**config.mk**
```make
export PLATFORM = sky130hd
export DESIGN_NAME = bmp24_stream_to_lcd_pixels
export DESIGN_NICKNAME = d
export VERILOG_FILES = /design/src/hdl/bmp24_pkg.sv /design/src/hdl/bmp24_in_reg.sv /design/src/hdl/bmp24_decode.sv /design/src/hdl/bmp24_out_reg.sv /design/src/hdl/bmp24_stream_to_lcd_pixels.sv
export VERILOG_INCLUDE_DIRS = /design/src /design/src/hdl
export SDC_FILE = /design/constraint.sdc
export NUM_CORES = 1
export LEC_CHECK = 0
export BUFFER_PORTS_ARGS = -buffer_cell sky130_fd_sc_hd__buf_2
export CORE_AREA = 10 10 194 196
export DETAILED_ROUTE_END_ITERATION = 12
export DIE_AREA = 0 0 204 206
export GPL_ROUTABILITY_DRIVEN = 0
export PLACE_DENSITY = 0.6
export SYNTH_ARGS = -nofsm -noshare
export SYNTH_HDL_FRONTEND = slang
export SYNTH_SLANG_ARGS = --single-unit
```
**constraint.sdc**
```tcl
create_clock -name clk -period 17.2 [get_ports clk]
set_input_delay 2.58 -clock clk [delete_from_list [all_inputs] [get_ports clk]]
set_output_delay 2.58 -clock clk [all_outputs]
set_load 0.1 [all_outputs]
```
**src/hdl/bmp24_stream_to_lcd_pixels_macros.svh**
```systemverilog
// ----------------------------------------------------------------------------
// BMP24 assertion macros
// Shared concurrent assertion forms, clocked on clk and disabled in reset.
// ----------------------------------------------------------------------------
`ifndef BMP24_STREAM_TO_LCD_PIXELS_MACROS_SVH
`define BMP24_STREAM_TO_LCD_PIXELS_MACROS_SVH

// same-cycle implication
`define BMP24_ASSERT_NOW(lbl, ante, cons) \
    lbl: assert property (@(posedge clk) disable iff (!rst_n) (ante) |-> (cons)) \
        else $error("bmp24 assertion failed");

// next-cycle implication
`define BMP24_ASSERT_NEXT(lbl, ante, cons) \
    lbl: assert property (@(posedge clk) disable iff (!rst_n) (ante) |=> (cons)) \
        else $error("bmp24 assertion failed");

`endif

```
**src/hdl/bmp24_pkg.sv**
```systemverilog
// ----------------------------------------------------------------------------
// bmp24_pkg
// Types and constants shared by the BMP stream decoder modules.
// ----------------------------------------------------------------------------
package bmp24_pkg;

    // result status codes
    localparam logic [2:0] ST_PIXEL = 3'd0;
    localparam logic [2:0] ST_SIG   = 3'd1;
    localparam logic [2:0] ST_DEPTH = 3'd2;
    localparam logic [2:0] ST_SIZE  = 3'd3;
    localparam logic [2:0] ST_TRUNC = 3'd4;

    // output_format codes (anything else packs as RGB888)
    localparam logic [1:0] FMT_RGB565 = 2'd0;
    localparam logic [1:0] FMT_RESET  = 2'd2;

    localparam logic [7:0]  SIG_B0 = 8'h42;
    localparam logic [7:0]  SIG_B1 = 8'h4D;
    localparam logic [15:0] BPP_24 = 16'd24;

    // header byte positions
    localparam logic [31:0] POS_SIG0   = 32'd0;
    localparam logic [31:0] POS_SIG1   = 32'd1;
    localparam logic [31:0] POS_OFS_LO = 32'd10;
    localparam logic [31:0] POS_OFS_HI = 32'd13;
    localparam logic [31:0] POS_WID_LO = 32'd18;
    localparam logic [31:0] POS_WID_HI = 32'd21;
    localparam logic [31:0] POS_HGT_LO = 32'd22;
    localparam logic [31:0] POS_HGT_HI = 32'd25;
    localparam logic [31:0] POS_BPP_LO = 32'd28;
    localparam logic [31:0] POS_BPP_HI = 32'd29;

    typedef struct packed {
        logic       eof;
        logic [7:0] data;
    } in_item_t;

    typedef struct packed {
        logic [2:0]  status;
        logic [11:0] col;
        logic [11:0] row;
        logic [23:0] color;
        logic        last;
    } result_t;

endpackage

```
**src/hdl/bmp24_in_reg.sv**
```systemverilog
// ----------------------------------------------------------------------------
// bmp24_in_reg
// Input register: holds one accepted file byte until the decoder takes it.
// ----------------------------------------------------------------------------
module bmp24_in_reg
    import bmp24_pkg::*;
(
    input  logic     clk,
    input  logic     rst_n,
    input  logic     in_valid,
    output logic     in_ready,
    input  in_item_t in_item,
    input  logic     step,
    output logic     item_valid,
    output in_item_t item
);

    logic     valid_reg;
    logic     valid_next;
    in_item_t item_reg;

    assign in_ready = !valid_reg || step;

    always_comb
    begin
        valid_next = valid_reg;
        if (in_valid && in_ready)
        begin
            valid_next = 1'b1;
        end
        else if (step)
        begin
            valid_next = 1'b0;
        end
    end

    always_ff @(posedge clk or negedge rst_n)
    begin
        if (!rst_n)
        begin
            valid_reg <= 1'b0;
        end
        else
        begin
            valid_reg <= valid_next;
        end
    end

    always_ff @(posedge clk)
    begin
        if (in_valid && in_ready)
        begin
            item_reg <= in_item;
        end
    end

    assign item_valid = valid_reg;
    assign item       = item_reg;

endmodule

```
**src/hdl/bmp24_decode.sv**
```systemverilog
// ----------------------------------------------------------------------------
// bmp24_decode
// Parser state and single-pass byte decode: header capture, skip, pixel pack.
// ----------------------------------------------------------------------------
`include "bmp24_stream_to_lcd_pixels_macros.svh"

module bmp24_decode
    import bmp24_pkg::*;
#(
    parameter int MAX_WIDTH  = 4096,
    parameter int MAX_HEIGHT = 4096
)
(
    input  logic       clk,
    input  logic       rst_n,
    input  logic       cfg_wr_en,
    input  logic [1:0] cfg_wr_data,
    input  logic       step,
    input  in_item_t   item,
    output logic       res_valid,
    output result_t    res
);

    localparam int CW = $clog2(MAX_WIDTH + 1);
    localparam int RH = $clog2(MAX_HEIGHT + 1);

    typedef enum logic [2:0] {
        PH_HEADER,
        PH_SKIP,
        PH_PIXEL,
        PH_DONE,
        PH_ERROR
    } phase_t;

    phase_t          phase_reg,    phase_next;
    logic [31:0]     pos_reg,      pos_next;
    logic [31:0]     offset_reg,   offset_next;
    logic [31:0]     width_reg,    width_next;
    logic [31:0]     height_reg,   height_next;
    logic [7:0]      bpp_lo_reg,   bpp_lo_next;
    logic [CW-1:0]   col_reg,      col_next;
    logic [RH-1:0]   srow_reg,     srow_next;
    logic [1:0]      pad_reg,      pad_next;
    logic [1:0]      comp_reg,     comp_next;
    logic [7:0]      blue_reg,     blue_next;
    logic [7:0]      green_reg,    green_next;
    logic            first_ok_reg, first_ok_next;
    logic [1:0]      fmt_reg;

    logic            do_pix;
    logic [1:0]      lane;
    logic [CW-1:0]   col_inc;
    logic [RH-1:0]   row_inc;
    logic [31:0]     col_ext;
    logic [31:0]     row_ext;
    logic [7:0]      b;

    assign b       = item.data;
    // header fields start at 10, 18, 22: all two mod four
    assign lane    = pos_reg[1:0] - 2'd2;
    assign col_inc = col_reg + CW'(1);
    assign row_inc = srow_reg + RH'(1);
    assign col_ext = 32'(col_reg);
    assign row_ext = height_reg - 32'd1 - 32'(srow_reg);

    always_comb
    begin
        phase_next    = phase_reg;
        pos_next      = pos_reg;
        offset_next   = offset_reg;
        width_next    = width_reg;
        height_next   = height_reg;
        bpp_lo_next   = bpp_lo_reg;
        col_next      = col_reg;
        srow_next     = srow_reg;
        pad_next      = pad_reg;
        comp_next     = comp_reg;
        blue_next     = blue_reg;
        green_next    = green_reg;
        first_ok_next = first_ok_reg;
        res_valid     = 1'b0;
        res           = '0;
        do_pix        = 1'b0;

        case (phase_reg)
            PH_HEADER:
            begin
                pos_next = pos_reg + 32'd1;
                if (pos_reg == POS_SIG0)
                begin
                    first_ok_next = (b == SIG_B0);
                end
                else if (pos_reg == POS_SIG1)
                begin
                    if (!(first_ok_reg && b == SIG_B1))
                    begin
                        phase_next = PH_ERROR;
                        res_valid  = 1'b1;
                        res.status = ST_SIG;
                    end
                end
                else if (pos_reg >= POS_OFS_LO && pos_reg <= POS_OFS_HI)
                begin
                    offset_next[{lane, 3'b000} +: 8] = b;
                end
                else if (pos_reg >= POS_WID_LO && pos_reg <= POS_WID_HI)
                begin
                    width_next[{lane, 3'b000} +: 8] = b;
                end
                else if (pos_reg >= POS_HGT_LO && pos_reg <= POS_HGT_HI)
                begin
                    height_next[{lane, 3'b000} +: 8] = b;
                end
                else if (pos_reg == POS_BPP_LO)
                begin
                    bpp_lo_next = b;
                end
                else if (pos_reg == POS_BPP_HI)
                begin
                    if ({b, bpp_lo_reg} != BPP_24)
                    begin
                        phase_next = PH_ERROR;
                        res_valid  = 1'b1;
                        res.status = ST_DEPTH;
                    end
                    else if (width_reg > 32'(MAX_WIDTH) || height_reg > 32'(MAX_HEIGHT))
                    begin
                        phase_next = PH_ERROR;
                        res_valid  = 1'b1;
                        res.status = ST_SIZE;
                    end
                    else if (width_reg == 32'd0 || height_reg == 32'd0)
                    begin
                        phase_next = PH_DONE;
                    end
                    else
                    begin
                        phase_next = PH_SKIP;
                    end
                end
            end
            PH_SKIP:
            begin
                pos_next = pos_reg + 32'd1;
                if (pos_reg >= offset_reg)
                begin
                    phase_next = PH_PIXEL;
                    do_pix     = 1'b1;
                end
            end
            PH_PIXEL:
            begin
                pos_next = pos_reg + 32'd1;
                do_pix   = 1'b1;
            end
            default:
            begin
            end
        endcase

        if (do_pix)
        begin
            if (pad_reg != 2'd0)
            begin
                pad_next = pad_reg - 2'd1;
            end
            else if (comp_reg == 2'd0)
            begin
                blue_next = b;
                comp_next = 2'd1;
            end
            else if (comp_reg == 2'd1)
            begin
                green_next = b;
                comp_next  = 2'd2;
            end
            else
            begin
                comp_next  = 2'd0;
                res_valid  = 1'b1;
                res.status = ST_PIXEL;
                res.col    = col_ext[11:0];
                res.row    = row_ext[11:0];
                if (fmt_reg == FMT_RGB565)
                begin
                    res.color = {8'h00, b[7:3], green_reg[7:2], blue_reg[7:3]};
                end
                else
                begin
                    res.color = {b, green_reg, blue_reg};
                end
                // end of row: rows are padded to a multiple of four bytes
                if (col_inc >= width_reg[CW-1:0])
                begin
                    col_next  = '0;
                    pad_next  = width_reg[1:0];
                    srow_next = row_inc;
                    if (row_inc >= height_reg[RH-1:0])
                    begin
                        phase_next = PH_DONE;
                        res.last   = 1'b1;
                    end
                end
                else
                begin
                    col_next = col_inc;
                end
            end
        end

        if (item.eof)
        begin
            // incomplete image wins over a pixel finished by the final byte
            if (phase_next != PH_DONE && phase_next != PH_ERROR)
            begin
                res        = '0;
                res.status = ST_TRUNC;
                res_valid  = 1'b1;
            end
            phase_next    = PH_HEADER;
            pos_next      = '0;
            offset_next   = '0;
            width_next    = '0;
            height_next   = '0;
            bpp_lo_next   = '0;
            col_next      = '0;
            srow_next     = '0;
            pad_next      = '0;
            comp_next     = '0;
            blue_next     = '0;
            green_next    = '0;
            first_ok_next = 1'b0;
        end
    end

    always_ff @(posedge clk or negedge rst_n)
    begin
        if (!rst_n)
        begin
            phase_reg    <= PH_HEADER;
            pos_reg      <= '0;
            offset_reg   <= '0;
            width_reg    <= '0;
            height_reg   <= '0;
            bpp_lo_reg   <= '0;
            col_reg      <= '0;
            srow_reg     <= '0;
            pad_reg      <= '0;
            comp_reg     <= '0;
            blue_reg     <= '0;
            green_reg    <= '0;
            first_ok_reg <= 1'b0;
            fmt_reg      <= FMT_RESET;
        end
        else
        begin
            if (cfg_wr_en)
            begin
                fmt_reg <= cfg_wr_data;
            end
            if (step)
            begin
                phase_reg    <= phase_next;
                pos_reg      <= pos_next;
                offset_reg   <= offset_next;
                width_reg    <= width_next;
                height_reg   <= height_next;
                bpp_lo_reg   <= bpp_lo_next;
                col_reg      <= col_next;
                srow_reg     <= srow_next;
                pad_reg      <= pad_next;
                comp_reg     <= comp_next;
                blue_reg     <= blue_next;
                green_reg    <= green_next;
                first_ok_reg <= first_ok_next;
            end
        end
    end

    `BMP24_ASSERT_NOW(a_idle_silent, step && (phase_reg == PH_DONE || phase_reg == PH_ERROR), !res_valid)
    `BMP24_ASSERT_NEXT(a_eof_rearm, step && item.eof, phase_reg == PH_HEADER && pos_reg == 32'd0)
    `BMP24_ASSERT_NEXT(a_last_done, step && res_valid && res.last, phase_reg == PH_DONE || phase_reg == PH_HEADER)
    `BMP24_ASSERT_NOW(a_col_range, phase_reg == PH_PIXEL, col_reg < width_reg[CW-1:0])

endmodule

```
**src/hdl/bmp24_out_reg.sv**
```systemverilog
// ----------------------------------------------------------------------------
// bmp24_out_reg
// Result register: holds one decoded result until the sink takes it.
// ----------------------------------------------------------------------------
module bmp24_out_reg
    import bmp24_pkg::*;
(
    input  logic    clk,
    input  logic    rst_n,
    input  logic    load,
    input  result_t res_in,
    input  logic    out_ready,
    output logic    out_valid,
    output result_t res_out
);

    logic    valid_reg;
    logic    valid_next;
    result_t res_reg;

    always_comb
    begin
        valid_next = valid_reg;
        if (load)
        begin
            valid_next = 1'b1;
        end
        else if (out_ready)
        begin
            valid_next = 1'b0;
        end
    end

    always_ff @(posedge clk or negedge rst_n)
    begin
        if (!rst_n)
        begin
            valid_reg <= 1'b0;
        end
        else
        begin
            valid_reg <= valid_next;
        end
    end

    always_ff @(posedge clk)
    begin
        if (load)
        begin
            res_reg <= res_in;
        end
    end

    assign out_valid = valid_reg;
    assign res_out   = res_reg;

endmodule

```
**src/hdl/bmp24_stream_to_lcd_pixels.sv**
```systemverilog
// An accepted byte's result is registered in the result register. Throughput:
// one file byte per cycle while the sink keeps m_tready high; the decode step
// fires whenever a byte is held and the result register is empty or being
// drained. Reset: rst_n is asynchronous, active low; the parser returns to the
// header phase, output_format returns to 2 (RGB888) and both registers empty.
// ----------------------------------------------------------------------------
// bmp24_stream_to_lcd_pixels
// Streaming 24-bit BMP decoder producing RGB565 or RGB888 pixels with x/y.
// ----------------------------------------------------------------------------
module bmp24_stream_to_lcd_pixels
    import bmp24_pkg::*;
#(
    parameter int MAX_WIDTH  = 4096,
    parameter int MAX_HEIGHT = 4096
)
(
    input  logic        clk,
    input  logic        rst_n,
    input  logic        cfg_wr_en,
    input  logic [1:0]  cfg_wr_data,   // output_format
    input  logic        s_tvalid,
    output logic        s_tready,
    input  logic [7:0]  s_tdata,       // [7:0] file_byte
    input  logic        s_tlast,       // end_of_file
    output logic        m_tvalid,
    input  logic        m_tready,
    output logic [47:0] m_tdata,       // [11:0] pixel_column, [23:12] pixel_row,
                                       // [47:24] pixel_color
    output logic [2:0]  m_tuser,       // [2:0] status
    output logic        m_tlast        // last_pixel
);

    in_item_t in_item;
    in_item_t item;
    logic     item_valid;
    logic     step;
    logic     res_valid;
    result_t  res;
    result_t  res_out;

    assign in_item.data = s_tdata;
    assign in_item.eof  = s_tlast;

    // one request moves through decode when the result slot is free or being drained
    assign step = item_valid && (!m_tvalid || m_tready);

    bmp24_in_reg u_in_reg (
        .clk        (clk),
        .rst_n      (rst_n),
        .in_valid   (s_tvalid),
        .in_ready   (s_tready),
        .in_item    (in_item),
        .step       (step),
        .item_valid (item_valid),
        .item       (item)
    );

    bmp24_decode #(
        .MAX_WIDTH  (MAX_WIDTH),
        .MAX_HEIGHT (MAX_HEIGHT)
    ) u_decode (
        .clk         (clk),
        .rst_n       (rst_n),
        .cfg_wr_en   (cfg_wr_en),
        .cfg_wr_data (cfg_wr_data),
        .step        (step),
        .item        (item),
        .res_valid   (res_valid),
        .res         (res)
    );

    bmp24_out_reg u_out_reg (
        .clk       (clk),
        .rst_n     (rst_n),
        .load      (step && res_valid),
        .res_in    (res),
        .out_ready (m_tready),
        .out_valid (m_tvalid),
        .res_out   (res_out)
    );

    assign m_tdata = {res_out.color, res_out.row, res_out.col};
    assign m_tuser = res_out.status;
    assign m_tlast = res_out.last;

endmodule
```
# Word level (Yosys, flattened, before mapping)
# Cells that the tools add are included.
# Widths: inputs -> output; s select.
[totals] regBits=251 input_bits=16 word_cells=242 output_inout_bits=54
[op_classes] n_mux=129 order_cmp=11 n_eq_ne=21 shift=2 n_reduce_logical=48 addsub=8
[ops] cell="$mux 32" count=20
[ops] cell="$mux 52" count=6
[ops] cell="$mux 13" count=12
[ops] cell="$mux 8" count=17
[ops] cell="$bwmux 32" count=3
[ops] cell="$logic_not 32->1" count=3
[ops] cell="$mux 3" count=27
[ops] cell="$eq 32x5->1 const B" count=2
[ops] cell="$ge 32x5->1 const B" count=2
[ops] cell="$gt 32x13->1 const B" count=2
[ops] cell="$le 32x5->1 const B" count=2
[ops] cell="$add 32x1->32 const B" count=1
[ops] cell="$eq 32x1->1 const B" count=1
[ops] cell="$ge 32x32->1" count=1
[ops] cell="$ge 32x4->1 const B" count=1
[ops] cell="$le 32x4->1 const B" count=1
[ops] cell="$shift 8x7->32 const A" count=1
[ops] cell="$shiftx 8x7->32" count=1
[ops] cell="$mux 1" count=28
[ops] cell="$reduce_bool 2->1" count=14
[ops] cell="$add 13x1->13 const B" count=2
[ops] cell="$ge 13x13->1" count=2
[ops] cell="$mux 2" count=13
[ops] cell="$mux 24" count=1
[ops] cell="other kinds (29)" count=56

# Depth between registers and ports, before layout
[depth] ltp_word=25 depth_mapped=17 mapped_depth_nobuf=16

# By module
# Synthesis repeated with hierarchy kept, for this count alone.
[hier_totals] cells_unflattened=1282 area_unflattened_um2=13115.1
[by_module_without_submodules] module="bmp24_decode" n_inst=1 area_each_um2=11174.5 cells_each=1211
[by_module_without_submodules] module="bmp24_out_reg" n_inst=1 area_each_um2=1597.8 cells_each=55
[by_module_without_submodules] module="bmp24_in_reg" n_inst=1 area_each_um2=324.1 cells_each=13
[by_module_without_submodules] module="bmp24_stream_to_lcd_pixels" n_inst=1 area_each_um2=18.8 cells_each=3

# Least setup slack after synthesis
# Ideal clock, no wire load.
[synth_path] path_kind="input-to-reg" startpoint="in m_tready" endpoint="reg u_out_reg.res_reg (netlist bit u_out_reg.res_out[0]), enable pin" setup_slack_ns=9.539 cell_stages=5 t_arrival_ns=7.121 path_cell_list="nand2b_1 > and2_1 > clkbuf_1 > nand2_1 > o31ai_1"
[synth_via] elab_chain_len=3
[synth_lines] item="from (decl)" line="bmp24_stream_to_lcd_pixels.sv:26" rtl="input logic m_tready,"
[synth_lines] item="$logic_or 1x1->1" line="bmp24_stream_to_lcd_pixels.sv:45" rtl="assign step = item_valid && (!m_tvalid || m_tready);"
[synth_lines] item="$logic_and 1x1->1" line="bmp24_stream_to_lcd_pixels.sv:45"
[synth_lines] item="$logic_and 1x1->1" line="bmp24_stream_to_lcd_pixels.sv:75" rtl=".load (step && res_valid),"
[synth_lines] item="via u_out_reg.load" line="bmp24_out_reg.sv:10" rtl="input logic load,"
[synth_lines] item="to (signal assigned)" line="bmp24_out_reg.sv:50" rtl="res_reg <= res_in;"
[synth_lines] item="to (decl)" line="bmp24_out_reg.sv:19" rtl="result_t res_reg;"
# The timed path passes the listed nets, and every way through them passes these cells.
# A chain may end at the register's enable or synchronous reset.

# Worst setup path in the final report
[layout_path] startpoint="in m_tready" endpoint="out s_tready"
[layout_via] elab_chain_len=3
[layout_lines] item="$logic_or 1x1->1" line="bmp24_stream_to_lcd_pixels.sv:45"
[layout_lines] item="$logic_and 1x1->1" line="bmp24_stream_to_lcd_pixels.sv:45"
[layout_lines] item="$logic_or 1x1->1" line="bmp24_in_reg.sv:22" rtl="assign in_ready = !valid_reg || step;"
[layout_lines] item="to (decl)" line="bmp24_stream_to_lcd_pixels.sv:22" rtl="output logic s_tready,"
# No other way between the ends.

==> results.md <==
Outcome:
- The flow ran to the end, and the final reports show no timing, DRC or antenna violations.

Clock network:
- The root buffer cell is sky130_fd_sc_hd__clkbuf_16.
- The clock tree from TritonCTS is done.
- The number of setup buffers added after CTS is 0.
- Buffers inserted to repair hold after CTS numbered 0.
- CTS built an H-tree with a depth of 1.
- The deepest clock path buffer count is 3.
- The clock network latency to the later pin of the worst-skew pair is around 550 ps.
- Counting every sink on the clock net gives 251.
- After clock tree synthesis, the clock-pin slew on the worst setup and hold paths is 60 ps.
- Gates resized during post-CTS repair numbered 0.
- Clock tree synthesis inserted a total of 28 buffers.

Floorplan:
- Pin placement for this block handled 70 I/O pins.
- Once the floorplan was initialized, standard cells occupied about two fifths of the core.
- The area enclosed by the die boundary is 0.0420 mm2.
- The number of core rows is 68.
- From left edge to right edge, the die measures 204 um.
- The die is roughly 210 um tall.
- In this run the standard cell core region covers ~0.034 mm2.

Global route:
- The first global-routing pass estimated 52100 um of wire.
- The number of antenna violations at the first check in global routing is 1.
- The residual overflow from global routing is 0.
- The number of global-route vias before repair is 9577.
- Entering global routing, the biggest net connects 125 pins.
- Global routing used 15.2% of the available tracks.

STA:
- The setup TNS is 0 ps.
- After layout, the worst setup slack is 11390 ps.
- Setup violations remaining at the end of the flow were counted as 0.
- Setup repair after global routing left no endpoint under its margin.
- The clock period minus final worst setup slack is 5810 ps.
- Derived from the worst setup path, the maximum achievable clock frequency is roughly 170 MHz.
- The worst clock skew on the final layout is 14.7 ps.
- The transition time at the pin with the least slew margin is roughly 1200 ps.
- The final critical path takes up around a third of the cycle.
- Measured against its own limit, the worst slew margin works out to 21.0%.
- The count of final max-slew check failures is 0.
- The hold violation count in the final report is 0.

Layout:
- In the final design database the tool counted about 1400 nets.
- The register with the most flip-flops in the layout has 52 of them.
- The number of antenna repair diodes is 0.
- The post-route core utilization is between 40 and 50%.
- Cells with a size suffix above 1 make up 15.4% of the layout.
- The layout overhead on the synthesized area is 12.6%.

Synth:
- The share of flip-flops with an asynchronous set or reset after synthesis is 75.7%.
- The number of synthesized flops with an enable pin is ~60.
- The number of synthesis warnings is 0.
- The count of unique library cells instantiated by Yosys is 82.
- After synthesis the netlist holds a flip-flop and latch count of around 250.
- Of the synthesized area, sequential elements account for 49.6%.
- The instance count of the mapped netlist is 1257.
- The most common flop cell mapped by yosys is sky130_fd_sc_hd__dfrtp_1.
- The cell area after synthesis is about 0.013 mm2.
- Counting every net in the synthesized netlist gives roughly 1400.
- The average instance in the mapped netlist occupies 10.6 um2.

Placed design:
- The count of buffers added on input and output ports is 69.
- The placement-stage worst setup slack is 11390 ps.
- The HPWL after detailed placement is between 20000 and 25000 um.

Worst setup path:
- The required arrival time at the worst endpoint is 14620 ps.
- The maximum net fanout on the critical path is 3.
- The data arrival time of the critical path is between 3000 and 4000 ps.
- The class of the most critical setup path is primary input to output pin.
- STA classifies the critical path endpoint as an output pin.
- The element type at the critical path start is a primary input.

Drt:
- The number of remaining DRC errors is 0.
- The length of the first detailed-routing pass in iterations is 5.
- For this block, the routed nets add up to 32000 um of wire.
- Using the TritonRoute via totals, the vias-per-cell ratio works out to 5.36.
- Summing over every cut layer, the via total after detailed routing is 9586.
- In the final routed layout, each cell accounts on average for roughly 18 um.
- The number of nets with antenna violations after detailed routing is 0.
- For this block, the initial DRC count from the detailed router was 584.

Power and ir drop:
- VDD sags by at most 151 uV.
- The power density over the cells is 148 mW/mm2.
- For this design the static power due to leakage is 0.00652 uW.

Hold path:
- The path class of the tightest hold or removal check is flop to flop.

Flow run:
- The max-cap violation count is 0.
## cell usage after synthesis (5+ instances only)
cell | instances | area, um2
sky130_fd_sc_hd__a211oi_1 | 6 | 45.0
sky130_fd_sc_hd__a32o_1 | 24 | 240
sky130_fd_sc_hd__nand2b_1 | 11 | 68.8
sky130_fd_sc_hd__nor3b_1 | 12 | 90.1
sky130_fd_sc_hd__nand3_1 | 35 | 175
sky130_fd_sc_hd__o21ai_0 | 57 | 285
sky130_fd_sc_hd__o21ai_1 | 9 | 45.0
sky130_fd_sc_hd__dfrtp_1 | 189 | 4730
sky130_fd_sc_hd__nand4_1 | 15 | 93.8
sky130_fd_sc_hd__xor2_1 | 33 | 289
sky130_fd_sc_hd__and3_1 | 25 | 156
sky130_fd_sc_hd__nor3_1 | 19 | 95.1
sky130_fd_sc_hd__a21oi_1 | 53 | 265
sky130_fd_sc_hd__inv_1 | 85 | 319
sky130_fd_sc_hd__and4_1 | 7 | 61.3
sky130_fd_sc_hd__o21a_1 | 7 | 52.6
sky130_fd_sc_hd__edfxtp_1 | 61 | 1830
sky130_fd_sc_hd__xnor2_1 | 23 | 201
sky130_fd_sc_hd__mux2i_1 | 19 | 190
sky130_fd_sc_hd__clkbuf_1 | 29 | 109
sky130_fd_sc_hd__o22ai_1 | 5 | 31.3
sky130_fd_sc_hd__ha_1 | 77 | 963
sky130_fd_sc_hd__and2_1 | 26 | 163
sky130_fd_sc_hd__nand2_1 | 132 | 495
sky130_fd_sc_hd__a31oi_1 | 9 | 56.3
sky130_fd_sc_hd__a21o_1 | 7 | 52.6
sky130_fd_sc_hd__nor2b_1 | 18 | 113
sky130_fd_sc_hd__nor2_1 | 74 | 278
sky130_fd_sc_hd__buf_2 | 12 | 60.1
sky130_fd_sc_hd__a22o_1 | 7 | 61.3
sky130_fd_sc_hd__nor4_1 | 24 | 150
sky130_fd_sc_hd__mux2_2 | 63 | 709
sky130_fd_sc_hd__buf_1 | 5 | 18.8
## critical path, cell delays in order
cell                       delay, ps
sky130_fd_sc_hd__buf_2            80
sky130_fd_sc_hd__nand3b_1        130
sky130_fd_sc_hd__buf_2           440
## per-layer routing
layer,wire length (um),vias up,share of wire (%),global-route usage (%)
met2,15100,185,47,25.5
met5,0,-,0,0
li1,-,4610,-,-
met4,816,0,2.6,4.47
met1,14500,4733,45,19.9
met3,1630,58,5.1,2.52
## report_power, final
group / switching (uW) / internal [uW]
logic: 586 / 220
registers: 84.6 / 736
clock network: 238 / 344
total: 908 / 1300
## metrics by stage
step                instances  hold slack, ps  cell area [um2]  total power [uW]
floorplan                1257             450            13300              1450
global route             1790             511            14900              2330
global placement         1738             467            14000              1630
CTS                      1790             488            14900              2230
detailed placement       1738             475            14000              1640
finish                   1790             482            14900              2210
## final timing paths
path / slack, ps / startpoint / to / cells after the start
setup / recovery: 11390 / m_tready / s_tready / 3
hold / removal: 480 / u_decode.offset_reg[9] / u_decode.offset_reg[9] / 2
setup reg to reg: 12410 / u_decode.col_reg[0] / u_out_reg.res_out[45] / 17
hold reg to reg: 480 / u_decode.offset_reg[9] / u_decode.offset_reg[9] / 2
max in group asynchronous: 13590 / rst_n / u_decode.pos_reg[9] / 2
min in group asynchronous: 2150 / rst_n / u_decode.green_reg[7] / 1
## cells in the final DEF (no fill, tap or decap), types with 33 or more instances in the layout
cell                       count
sky130_fd_sc_hd__xor2_1       33
sky130_fd_sc_hd__ha_1         77
sky130_fd_sc_hd__a21oi_1      53
sky130_fd_sc_hd__inv_1        85
sky130_fd_sc_hd__o21ai_0      57
sky130_fd_sc_hd__nand3_1      35
sky130_fd_sc_hd__nand2_1     132
sky130_fd_sc_hd__nor2_1       74
sky130_fd_sc_hd__dfrtp_1     189
sky130_fd_sc_hd__edfxtp_1     61
sky130_fd_sc_hd__buf_2        68
sky130_fd_sc_hd__mux2_2       63
## layout make-up
cell class                 instances  area [um2]
clock inverter                    11         119
timing repair buffer              78         422
clock buffer                      41         779
tap                              455         569
sequential                       251        6590
inverter                          85         319
multi-input combinational        869        6150
fill                            3252       19000
## kinds of logic (layout without fill, tap and decap cells)
kind of cell / count (synthesis) / count (layout) / share of synthesized area [%]
muxes: 84 / 84 / 6.95
xor gates and xnor gates: 56 / 56 / 3.69
buffers and inverters: 137 / 215 / 4.21
and+or+nand+nor: 424 / 424 / 16.3
DFF: 251 / 251 / 49.6
adders and majority gates: 78 / 78 / 7.41
AOI/OAI and AO/OA: 227 / 227 / 11.8
Power figures use the tool's default switching activity.
